## src/rtl/core/ntpwm_pkg.sv

```systemverilog
// Types and constants for the note-to-PWM timer setup block.
`default_nettype none

package ntpwm_pkg;

  typedef enum logic [2:0] {
    ST_IDLE,
    ST_MUL,
    ST_ADD,
    ST_CLASS,
    ST_DIV,
    ST_PRE,
    ST_DONE
  } state_t;

  // range_class codes
  localparam logic [1:0] CLS_NONE = 2'd0;
  localparam logic [1:0] CLS_SLOW = 2'd1;
  localparam logic [1:0] CLS_FAST = 2'd2;

  // ASCII note letters
  localparam logic [7:0] LETTER_A = 8'h41;
  localparam logic [7:0] LETTER_B = 8'h42;
  localparam logic [7:0] LETTER_D = 8'h44;
  localparam logic [7:0] LETTER_E = 8'h45;
  localparam logic [7:0] LETTER_F = 8'h46;
  localparam logic [7:0] LETTER_G = 8'h47;

  localparam int INT_W   = 16;      // integer bits of the frequency accumulator
  localparam int CHUNK_W = 16;      // multiplicand digit per multiply cycle
  localparam int DIV_W   = 24;      // dividend bits, covers 16 MHz
  localparam int DIV_CNT_W = 5;

  localparam logic [15:0] BASE_HZ  = 16'd130;
  localparam logic [15:0] SLOW_LOW = 16'd127;
  localparam logic [15:0] FAST_LOW = 16'd490;
  localparam logic [15:0] FAST_END = 16'd4200;
  localparam logic [DIV_W-1:0] SLOW_CLK = 24'd31000;
  localparam logic [DIV_W-1:0] FAST_CLK = 24'd16000000;
  localparam logic [2:0] PRE_MAX = 3'd7;

  // semitones above C; unknown letters count as C
  function automatic logic [3:0] letter_offset(input logic [7:0] c);
    logic [3:0] r;
    unique case (c)
      LETTER_D: r = 4'd2;
      LETTER_E: r = 4'd4;
      LETTER_F: r = 4'd5;
      LETTER_G: r = 4'd7;
      LETTER_A: r = 4'd9;
      LETTER_B: r = 4'd11;
      default:  r = 4'd0;
    endcase
    return r;
  endfunction

endpackage

`default_nettype wire

```

## src/rtl/core/note_to_pwm_timer_setup.sv

```systemverilog
// Note to PWM timer setup: equal-tempered frequency, timer clock, period and duty.
`default_nettype none
//
//  channel | direction | handshake            | payload
//  --------+-----------+----------------------+-----------------------------------------
//  in      | into      | in_valid / in_stall  | note_letter, accidental, octave_number
//  out     | out of    | out_valid / out_stall| range_class, frequency_hz, prescale_log2,
//          |           |                      | period_count, duty_count
//
//  Steps per transaction: accept, then s times a multiply over NCH digits and an add, s the
//  positive semitone count (0..26), NCH = ceil((16+RATIO_FRAC_BITS)/16), 3 at default; then
//  classify; for a tone a divide, and on the fast clock a prescale; then done.
//  in_stall is high from accept until the result is loaded; a stalled result holds DONE.
//  rst is synchronous, active high, and clears the sequencer and out_valid only.
//  A finished result sits in the output register; a new input is taken while it waits.
//
module note_to_pwm_timer_setup #(
  parameter int RATIO_FRAC_BITS = 24
) (
  input  wire logic        clk,
  input  wire logic        rst,
  input  wire logic        in_valid,
  output logic             in_stall,
  input  wire logic [7:0]  note_letter,
  input  wire logic [4:0]  accidental,
  input  wire logic [2:0]  octave_number,
  output logic             out_valid,
  input  wire logic        out_stall,
  output logic [1:0]       range_class,
  output logic [15:0]      frequency_hz,
  output logic [2:0]       prescale_log2,
  output logic [7:0]       period_count,
  output logic [6:0]       duty_count
);

  // accumulator: INT_W integer bits above RATIO_FRAC_BITS fraction bits
  localparam int F      = RATIO_FRAC_BITS;
  localparam int ACC_W  = ntpwm_pkg::INT_W + F;
  localparam int CH_W   = ntpwm_pkg::CHUNK_W;
  localparam int NCH    = (ACC_W + CH_W - 1) / CH_W;   // digits per multiply
  localparam int PAD_W  = NCH * CH_W;
  localparam int PP_W   = CH_W + F;
  localparam int PROD_W = PAD_W + F;
  localparam int CNT_W  = $clog2(NCH + 1);

  // ratio = round(1.0594631 * 2^F); only its fraction rf is multiplied
  localparam logic [63:0] RATIO_FULL =
    ((64'd10594631 << F) + 64'd5000000) / 64'd10000000;
  localparam logic [F-1:0] RF = RATIO_FULL[F-1:0];

  ntpwm_pkg::state_t state, state_next;

  logic [ACC_W-1:0]  acc;        // frequency, fixed point
  logic [PAD_W-1:0]  mreg;       // multiplicand digits, MSB digit first
  logic [PP_W-1:0]   pp;         // registered partial product
  logic [PROD_W-1:0] prod;       // acc * rf, built digit by digit
  logic [CNT_W-1:0]  cnt;
  logic [4:0]        steps;      // semitones still to apply
  logic [1:0]        cls;
  logic [15:0]       f_hz;
  logic [15:0]       rem;        // divider remainder
  logic [ntpwm_pkg::DIV_W-1:0] quo;   // dividend in, quotient out, then prescaled
  logic [ntpwm_pkg::DIV_CNT_W-1:0] dcnt;
  logic [2:0]        pre;

  logic              accept;
  logic              out_load;
  logic [3:0]        off4;
  logic signed [5:0] steps6;
  logic [15:0]       base_hz;
  logic [ACC_W-1:0]  acc_sum;
  logic [15:0]       fr;
  logic [16:0]       trial;
  logic              borrow;

  assign in_stall = (state != ntpwm_pkg::ST_IDLE);
  assign accept   = in_valid && (state == ntpwm_pkg::ST_IDLE);
  assign out_load = (state == ntpwm_pkg::ST_DONE) && (!out_valid || !out_stall);

  // semitone count: letter offset plus signed accidental, range -16..26
  assign off4    = ntpwm_pkg::letter_offset(note_letter);
  assign steps6  = $signed({2'b00, off4}) + $signed({accidental[4], accidental});
  assign base_hz = (octave_number > 3'd2) ?
                   (ntpwm_pkg::BASE_HZ << (octave_number - 3'd2)) : ntpwm_pkg::BASE_HZ;

  // one semitone: acc + floor(acc * rf / 2^F)
  assign acc_sum = acc + prod[F +: ACC_W];
  assign fr      = acc[F +: 16];

  // restoring divide step, one quotient bit per cycle
  assign trial  = {rem, quo[ntpwm_pkg::DIV_W-1]} - {1'b0, f_hz};
  assign borrow = trial[16];

  always_ff @(posedge clk) begin
    if (rst) begin
      state <= ntpwm_pkg::ST_IDLE;
    end else begin
      state <= state_next;
    end
  end

  always_comb begin
    state_next = state;
    unique case (state)
      ntpwm_pkg::ST_IDLE: begin
        if (in_valid) begin
          state_next = (steps6 > 6'sd0) ? ntpwm_pkg::ST_MUL : ntpwm_pkg::ST_CLASS;
        end
      end
      ntpwm_pkg::ST_MUL: begin
        if (cnt == CNT_W'(NCH)) state_next = ntpwm_pkg::ST_ADD;
      end
      ntpwm_pkg::ST_ADD: begin
        state_next = (steps == 5'd1) ? ntpwm_pkg::ST_CLASS : ntpwm_pkg::ST_MUL;
      end
      ntpwm_pkg::ST_CLASS: begin
        if ((fr >= ntpwm_pkg::SLOW_LOW) && (fr < ntpwm_pkg::FAST_END)) begin
          state_next = ntpwm_pkg::ST_DIV;
        end else begin
          state_next = ntpwm_pkg::ST_DONE;
        end
      end
      ntpwm_pkg::ST_DIV: begin
        if (dcnt == ntpwm_pkg::DIV_CNT_W'(ntpwm_pkg::DIV_W - 1)) begin
          state_next = (cls == ntpwm_pkg::CLS_FAST) ? ntpwm_pkg::ST_PRE : ntpwm_pkg::ST_DONE;
        end
      end
      ntpwm_pkg::ST_PRE: begin
        if ((pre == ntpwm_pkg::PRE_MAX) || (quo[ntpwm_pkg::DIV_W-1:8] == '0)) begin
          state_next = ntpwm_pkg::ST_DONE;
        end
      end
      ntpwm_pkg::ST_DONE: begin
        if (!out_valid || !out_stall) state_next = ntpwm_pkg::ST_IDLE;
      end
      default: state_next = ntpwm_pkg::ST_IDLE;
    endcase
  end

  // datapath
  always_ff @(posedge clk) begin
    unique case (state)
      ntpwm_pkg::ST_IDLE: begin
        if (accept) begin
          acc   <= ACC_W'(base_hz) << F;
          mreg  <= PAD_W'(ACC_W'(base_hz) << F);
          prod  <= '0;
          cnt   <= '0;
          steps <= steps6[4:0];
        end
      end
      ntpwm_pkg::ST_MUL: begin
        if (cnt != CNT_W'(NCH)) begin
          pp   <= PP_W'(mreg[PAD_W-1 -: CH_W]) * PP_W'(RF);
          mreg <= mreg << CH_W;
        end
        if (cnt != '0) begin
          prod <= (prod << CH_W) + PROD_W'(pp);
        end
        cnt <= cnt + 1'b1;
      end
      ntpwm_pkg::ST_ADD: begin
        acc   <= acc_sum;
        mreg  <= PAD_W'(acc_sum);
        prod  <= '0;
        cnt   <= '0;
        steps <= steps - 5'd1;
      end
      ntpwm_pkg::ST_CLASS: begin
        f_hz <= fr;
        rem  <= '0;
        dcnt <= '0;
        pre  <= '0;
        if ((fr >= ntpwm_pkg::SLOW_LOW) && (fr < ntpwm_pkg::FAST_LOW)) begin
          cls <= ntpwm_pkg::CLS_SLOW;
          quo <= ntpwm_pkg::SLOW_CLK;
        end else if ((fr >= ntpwm_pkg::FAST_LOW) && (fr < ntpwm_pkg::FAST_END)) begin
          cls <= ntpwm_pkg::CLS_FAST;
          quo <= ntpwm_pkg::FAST_CLK;
        end else begin
          cls <= ntpwm_pkg::CLS_NONE;
          quo <= '0;
        end
      end
      ntpwm_pkg::ST_DIV: begin
        rem  <= borrow ? {rem[14:0], quo[ntpwm_pkg::DIV_W-1]} : trial[15:0];
        quo  <= {quo[ntpwm_pkg::DIV_W-2:0], ~borrow};
        dcnt <= dcnt + 1'b1;
      end
      ntpwm_pkg::ST_PRE: begin
        // halve until the period fits in 8 bits or pre reaches PRE_MAX
        if ((pre != ntpwm_pkg::PRE_MAX) && (quo[ntpwm_pkg::DIV_W-1:8] != '0)) begin
          quo <= quo >> 1;
          pre <= pre + 3'd1;
        end
      end
      ntpwm_pkg::ST_DONE: begin
      end
      default: begin
      end
    endcase
  end

  // output register
  always_ff @(posedge clk) begin
    if (rst) begin
      out_valid <= 1'b0;
    end else if (out_load) begin
      out_valid <= 1'b1;
    end else if (!out_stall) begin
      out_valid <= 1'b0;
    end
  end

  always_ff @(posedge clk) begin
    if (out_load) begin
      range_class   <= cls;
      frequency_hz  <= f_hz;
      prescale_log2 <= pre;
      period_count  <= quo[7:0];
      duty_count    <= quo[7:1];
    end
  end

endmodule

`default_nettype wire

```

## config.mk

```make
export PLATFORM = sky130hd
export DESIGN_NAME = note_to_pwm_timer_setup
export DESIGN_NICKNAME = d
export VERILOG_FILES = /design/src/rtl/core/ntpwm_pkg.sv /design/src/rtl/core/note_to_pwm_timer_setup.sv
export SDC_FILE = /design/constraint.sdc
export NUM_CORES = 1
export LEC_CHECK = 0
export ABC_AREA = 1
export BUFFER_PORTS_ARGS = -buffer_cell sky130_fd_sc_hd__buf_2
export CAP_MARGIN = 20
export CORE_MARGIN = 8
export CORE_UTILIZATION = 65
export CTS_BUF_LIST = sky130_fd_sc_hd__clkbuf_4 sky130_fd_sc_hd__clkbuf_8 sky130_fd_sc_hd__clkbuf_16
export DETAILED_ROUTE_END_ITERATION = 10
export PLACE_DENSITY = 0.88
export SYNTH_ARGS = -nofsm -noshare
export SYNTH_HDL_FRONTEND = slang
export SYNTH_SLANG_ARGS = --single-unit
```

## constraint.sdc

```tcl
create_clock -name clk -period 7.8 [get_ports clk]
set_input_delay 0 -clock clk [delete_from_list [all_inputs] [get_ports clk]]
set_output_delay 0 -clock clk [all_outputs]
set_load 0.02 [all_outputs]
```

# --- Word-level counts from Yosys, hierarchy flattened ---
# Cells that the tools add are included.
totals:
  ff_bits: 301
  out_inout_bits: 38
op_classes:
  n_addsub: 9
  n_mul: 1
  magnitude_cmp: 6
  n_eq_ne: 29
  shifts: 1
  mux: 36
  bitwise_logic: 1
  n_reduce_logical: 28
ops:
  columns: ["cell", "n"]
  rows:
  - ["one-hot mux 64 bit (3 select lines)", 1]
  - ["one-hot mux 48 bit (3 select lines)", 1]
  - ["2-to-1 mux 64 bit", 2]
  - ["2-to-1 mux 48 bit", 2]
  - ["one-hot mux 40 bit (2 select lines)", 1]
  - ["2-to-1 mux 24 bit", 3]
  - ["one-hot mux 24 bit (3 select lines)", 1]
  - ["adder 64 x 36 -> 64 bit", 1]
  - ["equality test 8 x 7 -> 1 bit (second input constant)", 6]
  - ["adder 40 bit", 1]
  - ["2-to-1 mux 40 bit", 1]
  - ["multiplier 16 x 20 -> 36 bit (second input constant)", 1]
  - ["2-to-1 mux 16 bit", 2]
  - ["one-hot mux 16 bit (2 select lines)", 1]
  - ["one-hot mux 4 bit (6 select lines)", 1]
  - ["one-hot mux 3 bit (7 select lines)", 1]
  - ["one-hot mux 5 bit (2 select lines)", 2]
  - ["2-to-1 mux 3 bit", 6]
  - ["!= test 2 bit (second input constant)", 9]
  - ["subtractor 17 x 16 -> 17 bit", 1]
  - ["greater-or-equal comparator 16 x 7 -> 1 bit (second input constant)", 1]
  - ["greater-or-equal comparator 16 x 9 -> 1 bit (second input constant)", 1]
  - ["zero test 16 bit", 1]
  - ["< comparator 16 x 13 -> 1 bit (second input constant)", 1]
  - ["34 further kinds", 63]

# --- Longest topological paths before layout ---
# Gate-level depths: netlist of the first run.
depth:
  word_depth: 7
  mapped_depth: 24
  ltp_nobuf: 24

# --- Worst setup path after synthesis of the first run ---
# OpenSTA, ideal clock, no wires.
synth_path:
  path_type: "reg-to-reg"
  from: "register mreg[36]"
  to: "register pp[35], data pin"
  t_arrival_ns: 4.983
  path_slack_ns: 2.564
  stages_incl_launch_ff: 20
  synth_period_minus_slack_ns: 5.236
  path_cell_list: "edfxtp_1 fa_1 inv_1 fa_1 inv_1 fa_1 inv_1 fa_1 fa_1 inv_1 fa_1 ha_1 a21oi_1 nand2_1 a21oi_1 nor2_1 nor2_1 nand2_1 nand2_1 nand2_1"
synth_between:
  elab_chain_len: 1
synth_rtl:
  columns: ["item", "line", "source"]
  rows:
  - ["start, declared", "note_to_pwm_timer_setup.sv:54", "logic [PAD_W-1:0] mreg;"]
  - ["start signal, assigned", "note_to_pwm_timer_setup.sv:146", "mreg <= PAD_W'(ACC_W'(base_hz) << F);"]
  - ["start signal, assigned", "note_to_pwm_timer_setup.sv:155", "mreg <= mreg << CH_W;"]
  - ["start signal, assigned", "note_to_pwm_timer_setup.sv:164", "mreg <= PAD_W'(acc_sum);"]
  - ["multiplier 16 x 20 -> 36 bit", "note_to_pwm_timer_setup.sv:154", "pp <= PP_W'(mreg[PAD_W-1 -: CH_W]) * PP_W'(RF);"]
  - ["end signal, assigned", "note_to_pwm_timer_setup.sv:154", null]
  - ["end, declared", "note_to_pwm_timer_setup.sv:55", "logic [PP_W-1:0] pp;"]
# Every way passes these cells.
# A chain may end at the register's enable or synchronous reset.

# --- Final worst setup path of the first run ---
layout_path:
  from: "register mreg[36]"
  to: "register pp[34], data pin"
# Same word-level chain as after synthesis.

==> run metrics, run 1 <==
status finished, final reports clean; Die Wd 208 um; Die Span Y 208 um; Fin. Hold Viols 0; row count 70; Setup WS pre-CTS 2150 ps; Period minus WS final between 5000 and 6000 ps; Tot GR Track Use 0.315; MaxCap Viol Count 0; Min Hold Slack 16.6 ps; syn_area_per_cell 8.24 um2; nets@finish 3338; Peak Freq about 170 MHz; initial DRC count between 2k and 2.5k; share of layout cells above drive strength 1 0.0597; HP Class in -> reg; Pre-Repair DR Iteration Count 6; Final Routed Wirelength 67600 um; final worst slack 2080 ps; kind of end point of the critical path flop; Mapped Area 23900 um2; setup violators final 0; syn nets 3260; pin count of the biggest net entering global routing 65; vias post-DR 20.0k; first-pass GRT wire length 108000 um; CP startpoint mreg[36]; Rel. slew slack 0.295; Max Slew Vio Count 0; root buffer cell clkbuf_16; total die area 43100 um2; GRT overflow 0; R2R depth 19; CORE AREA about 36000 um2; Worst Path Required approximately 8100 ps; worst skew pair latency 540 ps; ant diodes 0; Setup CP Type reg -> reg; ANT nets after route 0; Post-synth EDFFs 290; vias per cell between 5 and 6; setup TNS 0 ps; PortBufs 57; FF+latch count, synth 294; final setup skew roughly 25 ps; CTS H-tree lvls 2; CTS tree yes; startpoint types flop; YS warnings 0; initial antenna violation count 0; worst slew pin tran 1050 ps; r2r endpoint pp[34]; DRC violations left 0; worst reg2reg startpoint mreg[36]; async set-reset flop share out of synthesis 0; clock-pin slew on the worst setup and hold paths ~60 ps; clk sinks 294; Unique masters post-synth 52; vias in the first global route approximately 20k; worst-path maximum fanout 6; Reg2Reg Setup Slack between 2000 and 2500 ps; Worst Setup EP pp[34]; CTS resizes 0; Area Overhead vs Synth 8.83%; GP Congestion around 1.0; Initial Utilization 0.656; RSZ-0062 raised after global routing false; arrival time at the worst endpoint approximately 6000 ps; Post-Synthesis Cells 2895; Tcrit/Tclk final 0.733; HPWL after DPL 53000 um; CTS Buffer Depth 3; ys flop type edfxtp_1; CTS Buf Count 35; Seq/Total Area, Yosys 0.368; Avg WL per Cell 19.5 um; Ports 58
## layer usage
layer | GRT usage | vias to the layer above | part of all wire
met3 | 0.0468 | 180 | 0.083
met4 | 0.127 | 0 | 0.043
li1 | - | 9531 | -
met2 | 0.532 | 924 | 0.47
met1 | 0.405 | 9335 | 0.40
met5 | 0 | - | 0
## synthesized netlist by cell type, types with 9 or more instances
| master | instances | area, um2 |
|---|---|---|
| inv_1 | 571 | 2140 |
| o221ai_1 | 10 | 87.6 |
| nor2_1 | 310 | 1160 |
| nand2_1 | 679 | 2550 |
| nor3_1 | 28 | 140 |
| ha_1 | 227 | 2840 |
| nand4_1 | 23 | 144 |
| o21ai_0 | 94 | 470 |
| nor4_1 | 13 | 81.3 |
| buf_4 | 9 | 67.6 |
| nand3_1 | 136 | 681 |
| nand2_2 | 15 | 93.8 |
| xnor2_1 | 12 | 105 |
| o22ai_1 | 10 | 62.6 |
| buf_2 | 9 | 45.0 |
| xor2_1 | 28 | 245 |
| o21ai_1 | 14 | 70.1 |
| a21oi_1 | 185 | 926 |
| o21bai_1 | 12 | 90.1 |
| edfxtp_1 | 290 | 8710 |
| fa_1 | 118 | 2360 |
## sequential cells by signal (all words and copies together), names as in the netlist, 3 cells and up
name and flops:
frequency_hz 16, pp 36, acc 40, dcnt 5
state 3, rem 16, pre 3, period_count 8
f_hz 16, prod 64, mreg 48, steps 5
quo 24, prescale_log2 3
## worst min path at each step
stage                  start        end  slack [ps]  cells past startpoint
2_1_floorplan            rst  out_valid          70                      1
3_3_place_gp             rst  out_valid         210                      2
3_5_place_dp             rst   state[1]         210                      2
4_1_cts        accidental[1]   steps[1]           9                      4
5_1_grt        accidental[1]   steps[1]          40                      4
6_report       accidental[1]   steps[1]          20                      4
## through the flow
step	cells	util	instance area, um2
final	3467	0.714	26000
after detailed placement	3395	0.679	24700
after CTS	3465	0.713	25900
after global routing	3467	0.714	26000
after global placement	3395	0.679	24700
after floorplan	2895	-	23900
## critical path: stages (launching register included)
cell and delay, ps:
edfxtp_1 530, fa_1 700, inv_1 150, fa_1 500, fa_1 510, inv_1 50
fa_1 480, fa_1 560, inv_1 60, fa_1 550, inv_1 50, ha_1 350
a21oi_1 250, o21ai_0 180, a21oi_1 150, nand2_1 120, nand3b_1 130, nand2_1 60
nand2_1 50, nand2_1 50
## cell type report
cell class | instances | area, um2
Multi-Input combinational cell | 1992 | 12800
Clock buffer | 41 | 921
Sequential cell | 294 | 8790
Inverter | 575 | 2160
Tap cell | 468 | 586
Fill cell | 2824 | 10400
Clock inverter | 22 | 268
Timing Repair Buffer | 75 | 470
## repair_timing
item                      in CTS  in global routing
buffers inserted               0                  0
hold endpoints to repair      11                  0
hold buffers                   7                  0
## cells by family (layout without fill, tap and decap cells)
kind of cell,Yosys count,in the layout,synth area share
AND/OR/NAND/NOR,1237,1237,0.214
adder cells (fa/ha/maj),345,345,0.218
XOR/XNOR,40,40,0.0147
buffers and inverters,609,713,0.0984
flip-flops,294,294,0.368
AO/OA/AOI/OAI,370,370,0.0862
## cell usage in the layout (no fill, tap or decap), drive strengths merged, types with 23 or more instances in the layout
cell type	n
nand2	694
inv	575
nor2	315
edfxtp	290
ha	227
a21oi	189
nand3	142
fa	118
o21ai	111
buf	68
clkbuf	41
nor3	31
xor2	28
nand4	23
Power of run 1 is not shown: default switching activity piles up to over one toggle a cycle in this logic, so the estimate is an artifact.
==> run 2: changes to the inputs <==
Settings changed: CORE_UTILIZATION 65 to 58, PLACE_DENSITY 0.88 to 0.84.
Clock period 7.8 ns to 4.6 ns, I/O delays scaled along.
==> run 2 against run 1 <==
Net effect:
- the run now ends with setup timing left
- die area grew 11%
- maximum frequency grew 10%
- global-route usage decreased by 2.0 points
- non-clock buffer count grew 195
- critical path depth stayed put
- register-to-register slack got worse by 2700 ps
- via count rose by 5.3%
- sequential cell count unchanged
- largest cell class unchanged
- highest routed layer unchanged
==> run metrics, run 2 (synthesis results as in run 1) <==
status finished with violations; failing checks setup timing; Setup CP Type reg -> reg; Avg WL per Cell 19.4 um; final setup skew about 17 ps; Top reg by flops prod; DP Area 26300 um2; Peak Freq 193 MHz; kind of end point of the critical path flop; Ports 58; CTS Buffer Depth 3; initial DRC count 1801; DRC violations left 0; vias in the first global route 20.9k; Final Routed Wirelength 72100 um; final instance area between 20000 and 30000 um2; clock-pin slew on the worst setup and hold paths 60 ps; worst slew pin tran roughly 1000 ps; critical-path cell list fa_2, inv_4, fa_1, fa_2, inv_2, fa_2, inv_2, fa_2, fa_1, inv_2, ha_4, buf_6, nand2_4, nor2_4, inv_2, nor2_4, nand4_1, nand3_1, xor2_1; CORE AREA 40700 um2; vias per cell roughly 5.6; share of layout cells above drive strength 1 0.180; Rel. slew slack 0.344; arrival time at the worst endpoint 5570 ps; commonest non-fill, non-tap cell in the layout nand2_1; RSZ-0062 raised after global routing true; Area Overhead vs Synth 20.1%; CTS Buf Count 35; crit-path max cell delay approximately 650 ps; worst skew pair latency 560 ps; Pre-Repair DR Iteration Count 7; setup violators final 25; startpoint types flop; Period minus WS final 5180 ps; ANT nets after route 0; Tcrit/Tclk final 1.13; final worst slack -579 ps; biggest regs prod (64), mreg (48), acc (40); max reg flops 64; initial antenna violation count 0; nets@finish 3533; HPWL after DPL around 56000 um; cell count of the worst hold path 5; Initial Utilization 0.586; CTS H-tree lvls 2; first-pass GRT wire length ~110000 um; Die Span Y 219 um; row count 74; GRT overflow 0; CP top delay family adder cells; Layout fillers 3084; Max Slew Vio Count 0; Tot GR Track Use 0.295; highest-count cells in the layout ignoring fill and taps nand2_1, inv_1, edfxtp_1, nor2_1, ha_1; total die area approximately 48000 um2; GP Congestion 0.983; Levels on crit path 19; clk sinks between 200 and 300; MaxCap Viol Count 0; vias post-DR 21.0k; PortBufs 57; HP Class in -> reg; CP bufs+invs 6; Fin. Hold Viols 0; Worst Path Required 4990 ps; ant diodes 0; CP max-delay cell fa_2; Die Wd 219 um; CTS tree yes; worst-path maximum fanout 5; pin count of the biggest net entering global routing 65; R2R depth 19; root buffer cell clkbuf_16
## run 2: changes by cell type in the layout (fill, tap and decap cells not counted), sizes merged
| cell | delta |
|---|---|
| buf | +195 |
| bufinv | -4 |
| clkinv | +2 |
| clkinvlp | +2 |
| inv | +2 |
| clkbuf | -1 |
## run 2: per-layer routing
metal	part of all wire	GRT usage	wire length, um	up-vias
li1	-	-	-	9922
met1	0.38	0.344	27200	10045
met2	0.51	0.534	36500	827
met3	0.056	0.0328	4030	232
met4	0.060	0.148	4330	0
met5	0	0	0	-
## run 2: final cells by class
cell class                      instances  area, um2  area share
Tap cell                              532        666      0.0232
Clock buffer                           40        913      0.0319
Inverter                              575       2170      0.0757
Multi-Input combinational cell       1992      13900       0.485
Sequential cell                       294       8790       0.307
Timing Repair Buffer                  270       2010      0.0702
Clock inverter                         24        200     0.00698
## run 2: path summary, 6_finish.rpt
kind                                from                to  slack, ps
worst max-delay path            mreg[45]            pp[25]       -580
worst min-delay path            in_valid            cnt[0]         80
worst max register to register  mreg[45]            pp[25]       -580
worst min register to register  f_hz[12]  frequency_hz[12]        450
## run 2: worst reg2reg max path, cell delays in order (launching register included)
cell      delay, ps
edfxtp_1        440
fa_2            650
inv_4            60
fa_1            480
fa_2            560
inv_2            40
fa_2            530
inv_2            40
fa_2            450
fa_1            530
inv_2            50
ha_4            310
buf_6           110
nand2_4          60
nor2_4          100
inv_2            70
nor2_4          110
nand4_1         120
nand3_1         110
xor2_1          200
## run 2: through the flow
| stage | setup slack, ps | utilization | instances | hold WS [ps] | TNS (ps) |
|---|---|---|---|---|---|
| global placement | -639 | 0.644 | 3623 | 212 | -11400 |
| detailed placement | -703 | 0.645 | 3624 | 220 | -12450 |
| CTS | -527 | 0.689 | 3714 | 63.9 | -9510 |
| floorplan | -384 | - | 2895 | 69.1 | -5030 |
| finish | -579 | 0.704 | 3727 | 75.6 | -10030 |
| global route | -765 | 0.704 | 3727 | 119 | -13980 |
## run 2: repair_timing
| item | in CTS | in global routing |
|---|---|---|
| setup buffers | 21 | 15 |
| hold endpoints to repair | 13 | 0 |
| gates resized for setup | 107 | 117 |
| pin swaps | 86 | 91 |
| endpoints found under the setup margin | 26 | 27 |
| hold buffers | 7 | 0 |
Power of run 2 is left out for the same reason.
